--- config.mk ---
export PLATFORM = sky130hd
export DESIGN_NAME = mrf_ctrl
export DESIGN_NICKNAME = d
export VERILOG_FILES = /design/src/hw/rtl/modal_resonator_filter_unit_assert.svh /design/src/hw/rtl/mrf_pkg.sv /design/src/hw/rtl/mrf_ctrl.sv
export SDC_FILE = /design/constraint.sdc
export NUM_CORES = 1
export LEC_CHECK = 0
export BUFFER_PORTS_ARGS = -buffer_cell sky130_fd_sc_hd__buf_4
export CAP_MARGIN = 20
export CORE_MARGIN = 3
export CORE_UTILIZATION = 62
export CTS_BUF_LIST = sky130_fd_sc_hd__clkbuf_4 sky130_fd_sc_hd__clkbuf_8
export CTS_CLUSTER_SIZE = 28
export DETAILED_ROUTE_END_ITERATION = 12
export PLACE_DENSITY = 0.79
export RECOVER_POWER = 100
export SYNTH_ARGS = -nofsm -noshare
export SYNTH_HDL_FRONTEND = slang
export SYNTH_SLANG_ARGS = --single-unit
--- constraint.sdc ---
create_clock -name clk -period 3.64 [get_ports clk]
set_input_delay 0.728 -clock clk [delete_from_list [all_inputs] [get_ports clk]]
set_output_delay 0.728 -clock clk [all_outputs]
set_load 0.005 [all_outputs]
--- src/hw/rtl/modal_resonator_filter_unit_assert.svh ---
// Assertion macros for the modal resonator filter unit.
// Expects clk and arst_n in the scope of each use.
`ifndef MODAL_RESONATOR_FILTER_UNIT_ASSERT_SVH
`define MODAL_RESONATOR_FILTER_UNIT_ASSERT_SVH

// same-cycle implication
`define MRF_ASSERT_NOW(lbl, ante, cons, msg) \
	lbl: assert property (@(posedge clk) disable iff (!arst_n) (ante) |-> (cons)) \
		else $error(msg);

// next-cycle implication
`define MRF_ASSERT_NEXT(lbl, ante, cons, msg) \
	lbl: assert property (@(posedge clk) disable iff (!arst_n) (ante) |=> (cons)) \
		else $error(msg);

`endif

--- src/hw/rtl/mrf_pkg.sv ---
// Shared types and constants for the modal resonator filter.
// No dependencies; imported by every module of the block.
`timescale 1ns / 1ps
`default_nettype none
package mrf_pkg;

	localparam int SAMPLE_W = 16;
	localparam int FREQ_W   = 15;
	localparam int QUAL_W   = 14;
	localparam int RATE_W   = 18;
	localparam int CFG_W    = 18;
	localparam int IDX_W    = 2;
	localparam int COEF_W   = 32;
	localparam int STATE_W  = 48;
	localparam int SUM_W    = 52;
	localparam int ALPHA_W  = 32;
	localparam int GAIN_W   = 31;
	localparam int BETA_W   = 58;
	localparam int DQ_W     = 49;
	localparam int DEN_W    = 59;
	localparam int DVD_W    = 88;
	localparam int DVS_W    = 64;
	localparam int QUO_W    = 64;
	localparam int MAG_W    = 80;
	localparam int CNT_W    = $clog2(DVD_W);
	localparam int RATIO_FRAC = 34;

	localparam logic [26:0] TWO_PI_Q24 = 27'd105414357;
	localparam logic [FREQ_W-1:0] FREQ_RST = 15'd500;
	localparam logic [QUAL_W-1:0] QUAL_RST = 14'd800;
	localparam logic [RATE_W-1:0] RATE_RST = 18'd48000;
	localparam logic [DEN_W-1:0] RATIO_ONE = 59'd1 << RATIO_FRAC;
	localparam logic signed [SUM_W-1:0] Y_HI = 52'sh0_7FFF_FFFF_FFFF;
	localparam logic signed [SUM_W-1:0] Y_LO = 52'shF_8000_0000_0000;

	typedef enum logic [IDX_W-1:0] {
		REG_FREQ = 2'd0,
		REG_QUAL = 2'd1,
		REG_RATE = 2'd2
	} reg_idx_t;

	typedef enum logic [4:0] {
		OP_NONE, OP_KMUL, OP_ADIV, OP_ALPHA, OP_BMUL, OP_DQDIV, OP_DQCAP,
		OP_A0DIV, OP_A0CAP, OP_A1DIV, OP_A1CAP, OP_A2DIV, OP_A2CAP,
		OP_T0, OP_T1L, OP_T1H, OP_T2L, OP_T2H, OP_Y, OP_OL, OP_OH, OP_OF
	} op_t;

	typedef struct packed {
		op_t  op;
		logic load_x;
	} cmd_t;

	typedef struct packed {
		logic div_busy;
		logic out_full;
		logic cfg_hit;
	} sts_t;

endpackage
`default_nettype wire

--- src/hw/rtl/mrf_ctrl.sv ---
// Controller: sequences coefficient recompute and per-sample filter steps.
// Depends on mrf_pkg; issues commands to mrf_datapath.
`timescale 1ns / 1ps
`default_nettype none
module mrf_ctrl import mrf_pkg::*; (
	input  wire logic clk,
	input  wire logic arst_n,
	input  wire logic in_valid,
	input  wire sts_t sts,
	output logic      in_ready,
	output cmd_t      cmd
);

	typedef enum logic [26:0] {
		S_IDLE   = 27'b1 << 0,
		S_KMUL   = 27'b1 << 1,
		S_ADIV   = 27'b1 << 2,
		S_AWAIT  = 27'b1 << 3,
		S_ALPHA  = 27'b1 << 4,
		S_BMUL   = 27'b1 << 5,
		S_DQDIV  = 27'b1 << 6,
		S_DQWAIT = 27'b1 << 7,
		S_DQCAP  = 27'b1 << 8,
		S_A0DIV  = 27'b1 << 9,
		S_A0WAIT = 27'b1 << 10,
		S_A0CAP  = 27'b1 << 11,
		S_A1DIV  = 27'b1 << 12,
		S_A1WAIT = 27'b1 << 13,
		S_A1CAP  = 27'b1 << 14,
		S_A2DIV  = 27'b1 << 15,
		S_A2WAIT = 27'b1 << 16,
		S_A2CAP  = 27'b1 << 17,
		S_T0     = 27'b1 << 18,
		S_T1L    = 27'b1 << 19,
		S_T1H    = 27'b1 << 20,
		S_T2L    = 27'b1 << 21,
		S_T2H    = 27'b1 << 22,
		S_Y      = 27'b1 << 23,
		S_OL     = 27'b1 << 24,
		S_OH     = 27'b1 << 25,
		S_OF     = 27'b1 << 26
	} state_t;

	state_t state_q, state_d;
	logic   coef_valid_q;
	op_t    op;

	always_comb begin
		state_d = state_q;
		op      = OP_NONE;
		unique case (state_q)
			S_IDLE:   if (in_valid) state_d = coef_valid_q ? S_T0 : S_KMUL;
			S_KMUL:   begin op = OP_KMUL;  state_d = S_ADIV; end
			S_ADIV:   begin op = OP_ADIV;  state_d = S_AWAIT; end
			S_AWAIT:  if (!sts.div_busy) state_d = S_ALPHA;
			S_ALPHA:  begin op = OP_ALPHA; state_d = S_BMUL; end
			S_BMUL:   begin op = OP_BMUL;  state_d = S_DQDIV; end
			S_DQDIV:  begin op = OP_DQDIV; state_d = S_DQWAIT; end
			S_DQWAIT: if (!sts.div_busy) state_d = S_DQCAP;
			S_DQCAP:  begin op = OP_DQCAP; state_d = S_A0DIV; end
			S_A0DIV:  begin op = OP_A0DIV; state_d = S_A0WAIT; end
			S_A0WAIT: if (!sts.div_busy) state_d = S_A0CAP;
			S_A0CAP:  begin op = OP_A0CAP; state_d = S_A1DIV; end
			S_A1DIV:  begin op = OP_A1DIV; state_d = S_A1WAIT; end
			S_A1WAIT: if (!sts.div_busy) state_d = S_A1CAP;
			S_A1CAP:  begin op = OP_A1CAP; state_d = S_A2DIV; end
			S_A2DIV:  begin op = OP_A2DIV; state_d = S_A2WAIT; end
			S_A2WAIT: if (!sts.div_busy) state_d = S_A2CAP;
			S_A2CAP:  begin op = OP_A2CAP; state_d = S_T0; end
			S_T0:     begin op = OP_T0;  state_d = S_T1L; end
			S_T1L:    begin op = OP_T1L; state_d = S_T1H; end
			S_T1H:    begin op = OP_T1H; state_d = S_T2L; end
			S_T2L:    begin op = OP_T2L; state_d = S_T2H; end
			S_T2H:    begin op = OP_T2H; state_d = S_Y; end
			S_Y:      begin op = OP_Y;   state_d = S_OL; end
			S_OL:     begin op = OP_OL;  state_d = S_OH; end
			S_OH:     begin op = OP_OH;  state_d = S_OF; end
			S_OF: begin
				op = OP_OF;
				if (!sts.out_full) state_d = S_IDLE;
			end
			default:  state_d = S_IDLE;
		endcase
	end

	always_ff @(posedge clk or negedge arst_n) begin
		if (!arst_n) begin
			state_q      <= S_IDLE;
			coef_valid_q <= 1'b0;
		end else begin
			state_q <= state_d;
			if (sts.cfg_hit) coef_valid_q <= 1'b0;
			else if (state_q == S_A2CAP) coef_valid_q <= 1'b1;
		end
	end

	assign in_ready   = (state_q == S_IDLE);
	assign cmd.op     = op;
	assign cmd.load_x = in_valid && in_ready;

endmodule
`default_nettype wire

==> impl_metrics.toml, run 1 <==
[job]
maxCapViolations = 0

[setup_path]
cp-start-kind = "flip-flop"
cp.required_ns = 2.91
arrival_ns = 2.79
worstPathCellList = "or4_2 > nor4_4 > or3b_4 > o21ai_1 > a2111oi_1 > or4b_2 > buf_4"
cp_slowest_cell = "or4_2"
critPathKind = "reg -> out"
crit_fanout = 6
cpPeakStageDelay_ns = 0.74
critPathCaptureType = "output port"

[floorplanning]
core_area_mm2 = 0.00261
rows = 18
io_pins = 13
fp.dieH_um = 59.6
initial_utilization_pct = 68.2
dieArea_mm2 = 0.00355
dieWidth_um = 59.6

[detailed_routing]
initialDrtViolationCount = 166
post-route-drc-count = 0
ant_nets = 0
firstDrtPassIters = 4
routed_via_density = 6.79
avgRoutedWirePerCell_um = 18.9
finalWirelength_mm = 4.33
vias = 1554

[sta]
setup_viol = 0
hold_viol = 0
slew_viol_final = 0
slew_headroom_pct = 2.91
min_period_over_period_pct = 96.5
tns_ns = 0
finClkSkew_ns = 0.00708
worstMarginPinSlew_ns = 1.46
fmax_ghz = 0.285
rsz0062_at_grt = "no"
period_minus_slack_ns = 3.51

[yosys]
seq_area_frac_synth_pct = 39.4
synth_warnings = 0
yosys.area.top_type_share_pct = 37.9
synth_top_area_cell = "dfrtp_1"
synth.cell_area_mm2 = 0.00178
yosys-top-cells-area = "dfrtp_1 38%, nand2_1 3.8%, nor3_1 3.7%"
synth.avg_cell_area_um2 = 9.79
syn_nets = 188
synthCells = 182
ys_seq_elements = 28
synth_cell_type_count = 55

[global_route]
grt_overflow = 0
grt_max_degree = 29
antenna_found_initial = 0
track_usage_pct = 26.6
grt_pass1_wl_mm = 7.03
first_global_vias = 1476

[pwr]
total_power_mw = 0.875
vdd_drop_max_mv = 0.434
p_per_area_mw_per_mm2 = 453
p_leak_nw = 0.907

[outcome]
status = "finished clean"

[placed_design]
port_buffers = 12
place.detailed.hpwl_mm = 3.32
place_congestion = 0.912

[final_layout]
num_antenna_cells = 0
num-nets-final = 206
syn_to_final_growth_pct = 8.36
drive_gt1_share_pct = 22.6

[hold_path]
min_path_type = "reg -> reg"

[cts]
clock-sinks = 28
cts_setup_buffers = 0
path_clk_slew_ns = 0.14
htreeDepth = 1
clock-root-buffer = "clkbuf_4"
numCtsBuffers = 3
clock_latency_ns = 0.33
clock_path_buffers = 2
cts_tree = "done"
==> cell type report <==
class,count,area [um2]
inverter,6,22.5
timing repair buffer,15,105
fill,194,682
multi-input combinational,146,1030
sequential,28,706
clock buffer,4,30.0
tap,30,37.5
==> cell usage after synthesis, drive strengths merged <==
library cell / instances
o21ai: 2
xor2: 2
o31ai: 2
nand4b: 6
and3: 2
nor2: 18
and2: 3
nor4b: 4
a21oi: 6
nand3b: 2
nand3: 7
and4b: 4
or2: 1
a2111oi: 3
a21boi: 2
nand2: 18
o2bb2ai: 1
nand2b: 4
or3b: 1
and4: 1
a21o: 1
nor4: 12
nor3: 15
buf: 2
o311ai: 1
dfrtp: 27
or4b: 3
or3: 5
a211o: 1
dfstp: 1
or4: 5
a32o: 1
nor3b: 1
or2b: 1
xnor2: 5
nand4: 3
a41o: 1
inv: 6
o32a: 1
o2111ai: 1
==> metrics by stage <==
step | worst slack [ns] | hold slack, ns | instance area (um2) | instances | utilization (%)
2_1_floorplan | 0.749 | 0.432 | 1780 | 182 | -
3_3_place_gp | 0.468 | 0.469 | 1920 | 225 | 73.5
3_5_place_dp | 0.451 | 0.486 | 1920 | 225 | 73.5
4_1_cts | 0.0476 | 0.296 | 1950 | 229 | 74.6
5_1_grt | 0.0171 | 0.507 | 1930 | 229 | 73.9
6_report | 0.127 | 0.501 | 1930 | 229 | 73.9
==> layout by cell type, fill, tap and decap left out, types with 2 or more instances in the layout <==
cell type | netlist | final
dfrtp_1 | 27 | 24
nand2_1 | 18 | 18
nor2_1 | 17 | 17
nor3_1 | 13 | 14
clkbuf_4 | 0 | 9
buf_4 | 1 | 8
nand3_1 | 7 | 7
nor4_1 | 6 | 7
nand4b_1 | 6 | 6
a21oi_1 | 6 | 6
inv_1 | 6 | 6
xnor2_1 | 5 | 5
nand2b_1 | 4 | 4
nor4b_1 | 3 | 4
nor4_4 | 1 | 3
and2_1 | 3 | 3
and4b_1 | 3 | 3
or4b_2 | 3 | 3
or3_1 | 3 | 3
dfrtp_2 | 0 | 3
nor4_2 | 5 | 2
nand4_1 | 2 | 2
or4_4 | 3 | 2
and3_1 | 2 | 2
or4_1 | 1 | 2
a21boi_0 | 2 | 2
nand3b_1 | 2 | 2
xor2_1 | 2 | 2
o31ai_1 | 2 | 2
clkbuf_1 | 0 | 2
==> path summary, 6_finish.rpt <==
| kind | start | cells after the start | slack (ns) | to |
|---|---|---|---|---|
| max | state_q[20] | 7 | 0.13 | cmd[1] |
| min | coef_valid_q | 1 | 0.50 | state_q[1] |
| max reg2reg | state_q[24] | 7 | 0.57 | state_q[8] |
| min reg2reg | coef_valid_q | 1 | 0.50 | state_q[1] |
| max in group asynchronous | arst_n | 1 | 1.98 | state_q[12] |
| min in group asynchronous | arst_n | 1 | 0.71 | state_q[3] |
==> logic make-up (layout without fill, tap and decap cells) <==
| group | Yosys count | count (layout) | share of synthesized area, % |
|---|---|---|---|
| xor+xnor | 7 | 7 | 3.44 |
| simple gates | 116 | 116 | 43.5 |
| flops | 28 | 28 | 39.4 |
| compound gates | 23 | 23 | 11.7 |
| buf+inv | 8 | 25 | 1.97 |
==> layer usage <==
metal  global-route usage, %  share of wire, %  vias to the layer above
met3                    8.71               8.8                        9
met4                    6.65               1.7                        0
met1                    35.8                43                      730
met5                       0                 0                        -
met2                    41.3                46                       82
li1                        -                 -                      733
==> state kept, by name, summed over array words and instances (netlist names) <==
| signal | cells |
|---|---|
| coef_valid_q | 1 |
| state_q | 27 |
==> critical path, delay by kind of cell, from the launching register on <==
kind / cells / cell delay [ns]
simple gates: 4 / 1.60
flops: 1 / 0.44
compound gates: 2 / 0.31
buf+inv: 1 / 0.10
==> power breakdown <==
part | total [mW] | switching (mW) | internal (mW) | leakage (nW)
clock network | 0.139 | 0.0886 | 0.0504 | 0.0184
registers | 0.348 | 0.0184 | 0.330 | 0.382
logic | 0.388 | 0.246 | 0.142 | 0.507
total | 0.875 | 0.353 | 0.522 | 0.907
==> what timing repair did <==
action | 4_1_cts | 5_1_grt
endpoints found under the hold margin | 0 | 0
setup endpoints to repair | 0 | 2
hold buffers | 0 | 0
resized for setup | 0 | 7
No activity file was read; power rests on OpenSTA's default activity.
==> run 2, diff against run 1 <==
CORE_UTILIZATION = 30   (was 62)
PLACE_DENSITY = 0.42   (was 0.79)
==> run 2 against run 1 <==
Net effect:
- the flow now finishes with violations (capacitance limit, slew limit)
- flip-flop and latch count unchanged
- clock skew is 0.0021 ns higher
- largest cell class unchanged
- register-to-register slack got worse by 0.06 ns
- cell area rose by 3.7%
- sequential share of layout area is 1.5 points lower
- critical path depth stayed put
==> impl_metrics.toml, run 2 (synthesized netlist as in run 1, its figures left out) <==
[global_route]
grt_max_degree = 29
antenna_found_initial = 0
grt_pass1_wl_mm = 8.39
grt_overflow = 0
first_global_vias = 1591
track_usage_pct = 15.0

[placed_design]
port_buffers = 12
place.detailed.hpwl_mm = 3.78
place_congestion = 0.781
placed_area_mm2 = 0.00198

[cts]
clock_latency_ns = 0.28
clock-root-buffer = "clkbuf_8"
cts_tree = "done"
path_clk_slew_ns = 0.10
hold_buffers = 0
cts.repair.resized = 0
cts_setup_buffers = 0
htreeDepth = 1
numCtsBuffers = 3
clock-sinks = 28
clock_path_buffers = 2

[floorplanning]
dieArea_mm2 = 0.00690
initial_utilization_pct = 31.6
io_pins = 13
rows = 27
core_area_mm2 = 0.00564
dieWidth_um = 83.1
fp.dieH_um = 83.1

[final_layout]
num_antenna_cells = 0
drive_gt1_share_pct = 21.5
largest_reg_flops = 27
post-route-util_pct = 35.5
top_register = "state_q"
num-nets-final = 207
mostFrequentLayoutCells = "27 x dfrtp_1, 18 x nand2_1, 17 x nor2_1"
n_fill_cell = 577
final_common_cell = "dfrtp_1"
syn_to_final_growth_pct = 12.4
stdcell_area_mm2 = 0.00200
largest_registers = "state_q (27), coef_valid_q (1)"

[detailed_routing]
finalWirelength_mm = 4.89
ant_nets = 0
vias = 1543
post-route-drc-count = 0
firstDrtPassIters = 4
avgRoutedWirePerCell_um = 18.0
initialDrtViolationCount = 181
routed_via_density = 5.67

[setup_path]
worstPathCellList = "or4_2 > nor4_4 > or3b_4 > o21ai_1 > a2111oi_0 > or4b_2 > buf_4"
arrival_ns = 2.78
critPathKind = "reg -> out"
cp-start-kind = "flip-flop"
crit_fanout = 6
cp_slowest_cell = "or4_2"
critPathCaptureType = "output port"
cpPeakStageDelay_ns = 0.75
cp.required_ns = 2.91

[sta]
min_period_over_period_pct = 96.5
finClkSkew_ns = 0.00916
tns_ns = 0
slew_headroom_pct = -4.86
rsz0062_at_grt = "no"
setup_viol = 0
slew_viol_final = 29
hold_ws_ns = 0.504
fmax_ghz = 0.285
worstMarginPinSlew_ns = 1.57
period_minus_slack_ns = 3.51
hold_viol = 0

[pwr]
p_leak_nw = 0.917
p_per_area_mw_per_mm2 = 472
total_power_mw = 0.945
vdd_drop_max_mv = 0.174

[job]
maxCapViolations = 1

[outcome]
status = "complete, but fails checks"
violations = "capacitance limit, slew limit"

[hold_path]
min_path_type = "reg -> reg"
## run 2: metal layers
metal  vias to the layer above  global-route usage, %  part of all wire, %
li1                        734                      -                    -
met1                       765                   21.5                   49
met2                        33                   23.3                   46
met3                        11                   2.38                  3.1
met4                         0                   4.75                  1.9
met5                         -                      0                    0
## run 2: cell type report
| cell class | count | area (um2) | area share, % |
|---|---|---|---|
| Clock buffer | 4 | 55.1 | 2.75 |
| Inverter | 6 | 22.5 | 1.13 |
| Multi-Input combinational cell | 146 | 1020 | 51.1 |
| Sequential cell | 28 | 702 | 35.1 |
| Tap cell | 72 | 90.1 | 4.50 |
| Timing Repair Buffer | 16 | 109 | 5.44 |
## run 2: final timing paths
check / from / to / slack, ns / cells after the start
min in group asynchronous: arst_n / state_q[5] / 0.82 / 1
min reg2reg: coef_valid_q / state_q[1] / 0.50 / 1
min: coef_valid_q / state_q[1] / 0.50 / 1
max reg2reg: state_q[20] / state_q[0] / 0.51 / 8
max: state_q[20] / cmd[1] / 0.13 / 7
max in group asynchronous: arst_n / state_q[1] / 1.90 / 1
## run 2: where the power goes
part,switching [mW],internal (mW)
Clock,0.102,0.0970
Combinational,0.256,0.141
Sequential,0.0186,0.330
Total,0.377,0.568
## run 2: worst max-delay path, delay by kind of cell, from the launching register on
family | cells | cell delay, ns
compound gates | 2 | 0.33
flops | 1 | 0.44
buf+inv | 1 | 0.10
simple gates | 4 | 1.65
## run 2: per-stage QoR
stage,std cells,setup WS (ns)
3_5_place_dp,268,0.399
6_report,272,0.127
4_1_cts,272,0.0807
3_3_place_gp,268,0.422
2_1_floorplan,182,0.749
5_1_grt,272,0.0173
==> run 3, diff against run 2 <==
PLACE_DENSITY = 0.44   (was 0.42)
clock period = 3.1 ns   (was 3.64 ns; I/O delays follow)
==> run 3 against run 2 <==
Net effect:
- the flow finishes with violations (capacitance limit, slew limit, setup timing)
- die area unchanged
- global-route usage up 0.59 points
- worst setup slack worse by 0.18 ns
- flip-flop and latch count unchanged
- sequential share of layout area down 6.1 points
- critical path depth up 1
- first-iteration DRC count down 17%
- cell area up 21%
- critical path type unchanged
- critical endpoint is now cmd[3]
==> impl_metrics.toml, run 3 (synthesized netlist as in run 1, its figures left out) <==
[final_layout]
num-nets-final = 240
final_common_cell = "buf_4"
syn_to_final_growth_pct = 36.2
num_antenna_cells = 0
mostFrequentLayoutCells = "43 x buf_4, 26 x dfrtp_1, 18 x nand2_1"
top_register = "state_q"
stdcell_area_mm2 = 0.00243
drive_gt1_share_pct = 41.2
largest_reg_flops = 27
largest_registers = "state_q (27), coef_valid_q (1)"
n_fill_cell = 544

[sta]
min_period_over_period_pct = 102
slew_headroom_pct = -4.68
fmax_ghz = 0.317
setup_viol = 3
setup_slack_ns = -0.0570
period_minus_slack_ns = 3.16
hold_viol = 0
slew_viol_final = 29
worstMarginPinSlew_ns = 1.57
finClkSkew_ns = 0.00823
rsz0062_at_grt = "yes"

[global_route]
first_global_vias = 1767
grt_overflow = 0
antenna_found_initial = 0
track_usage_pct = 15.6
grt_pass1_wl_mm = 8.78
grt_max_degree = 29

[pwr]
p_sw_mw = 0.506
p_int_mw = 0.847
clkPwrFrac_pct = 22.2
swShare_pct = 37.4
vdd_drop_max_mv = 0.265
total_power_mw = 1.35
combPwrFrac_pct = 47.6
p_per_area_mw_per_mm2 = 557
seq_power_share_pct = 30.2
p_leak_nw = 1.14

[hold_path]
hold_depth = 2
min_path_type = "in -> reg"

[cts]
clock_path_buffers = 2
clock-root-buffer = "clkbuf_8"
cts_tree = "done"
htreeDepth = 1
numCtsBuffers = 3
clock_latency_ns = 0.29
clock-sinks = 28
hold_buffers = 0
path_clk_slew_ns = 0.11

[setup_path]
critPathKind = "reg -> out"
r2r_cells = 10
arrival_ns = 2.54
cp.required_ns = 2.48
cp-start-kind = "flip-flop"
crit_fanout = 4
critPathCaptureType = "output port"

[outcome]
status = "complete, but fails checks"
violations = "capacitance limit, slew limit, setup timing"

[detailed_routing]
routed_via_density = 5.53
firstDrtPassIters = 4
vias = 1687
finalWirelength_mm = 5.38
ant_nets = 0
post-route-drc-count = 0
avgRoutedWirePerCell_um = 17.6
initialDrtViolationCount = 150

[floorplanning]
rows = 27
initial_utilization_pct = 31.6
io_pins = 13
dieArea_mm2 = 0.00690
dieWidth_um = 83.1
core_area_mm2 = 0.00564
fp.dieH_um = 83.1

[placed_design]
port_buffers = 12
place_congestion = 0.861
placed_area_mm2 = 0.00214
place.detailed.hpwl_mm = 4.01

[job]
maxCapViolations = 1
==> run 3: layout make-up <==
type	count	area (um2)	share of cell area, %
Clock buffer	3	41.3	1.70
Timing Repair Buffer	49	379	15.6
Clock inverter	1	30.0	1.24
Tap cell	72	90.1	3.71
Multi-Input combinational cell	146	1160	47.8
Sequential cell	28	703	29.0
Inverter	6	22.5	0.928
==> run 3: final timing paths <==
path,slack (ns),to,start
max,-0.06,cmd[3],state_q[4]
max in group asynchronous,1.37,state_q[7],arst_n
min reg2reg,0.49,state_q[1],coef_valid_q
max reg2reg,0.16,state_q[0],state_q[4]
min in group asynchronous,0.71,state_q[24],arst_n
min,0.46,coef_valid_q,sts[0]
==> run 3: power groups by stage <==
stage / Sequential, mW / Combinational (mW) / Clock, mW
CTS: 0.406 / 0.585 / 0.305
floorplan: 0.409 / 0.333 / 0
finish: 0.408 / 0.644 / 0.300
detailed placement: 0.413 / 0.553 / 0
global placement: 0.414 / 0.554 / 0
global route: 0.411 / 0.701 / 0.319
==> run 3: metal layers <==
layer	track usage, %	wire (um)	up-vias
met5	0	0	-
li1	-	-	801
met3	3.67	258	4
met4	3.12	61	0
met2	26.7	2670	43
met1	20.2	2390	839
==> run 3: worst max-delay path, cell delays in order (launching register included) <==
cell	delay (ns)
dfrtp_1	0.39
or4_4	0.57
nor4_4	0.28
or3b_4	0.44
buf_6	0.15
nor2_4	0.11
a211o_1	0.11
or3_4	0.12
buf_6	0.08
==> run 3: what timing repair did <==
action	CTS	global route
setup endpoints to repair	4	6
buffers inserted	6	6
resized for setup	14	14
pin swaps	5	4
==> run 3: through the flow <==
| step | hold WS, ns | utilization, % | setup slack (ns) | TNS (ns) | std cells |
|---|---|---|---|---|---|
| floorplan | 0.324 | - | 0.317 | 0 | 182 |
| global placement | 0.473 | 37.9 | 0.0805 | 0 | 289 |
| detailed placement | 0.483 | 37.9 | 0.0381 | 0 | 289 |
| CTS | 0.254 | 41.1 | -0.0775 | -0.158 | 299 |
| global route | 0.457 | 43.0 | -0.125 | -0.399 | 305 |
| finish | 0.463 | 43.0 | -0.0570 | -0.149 | 305 |
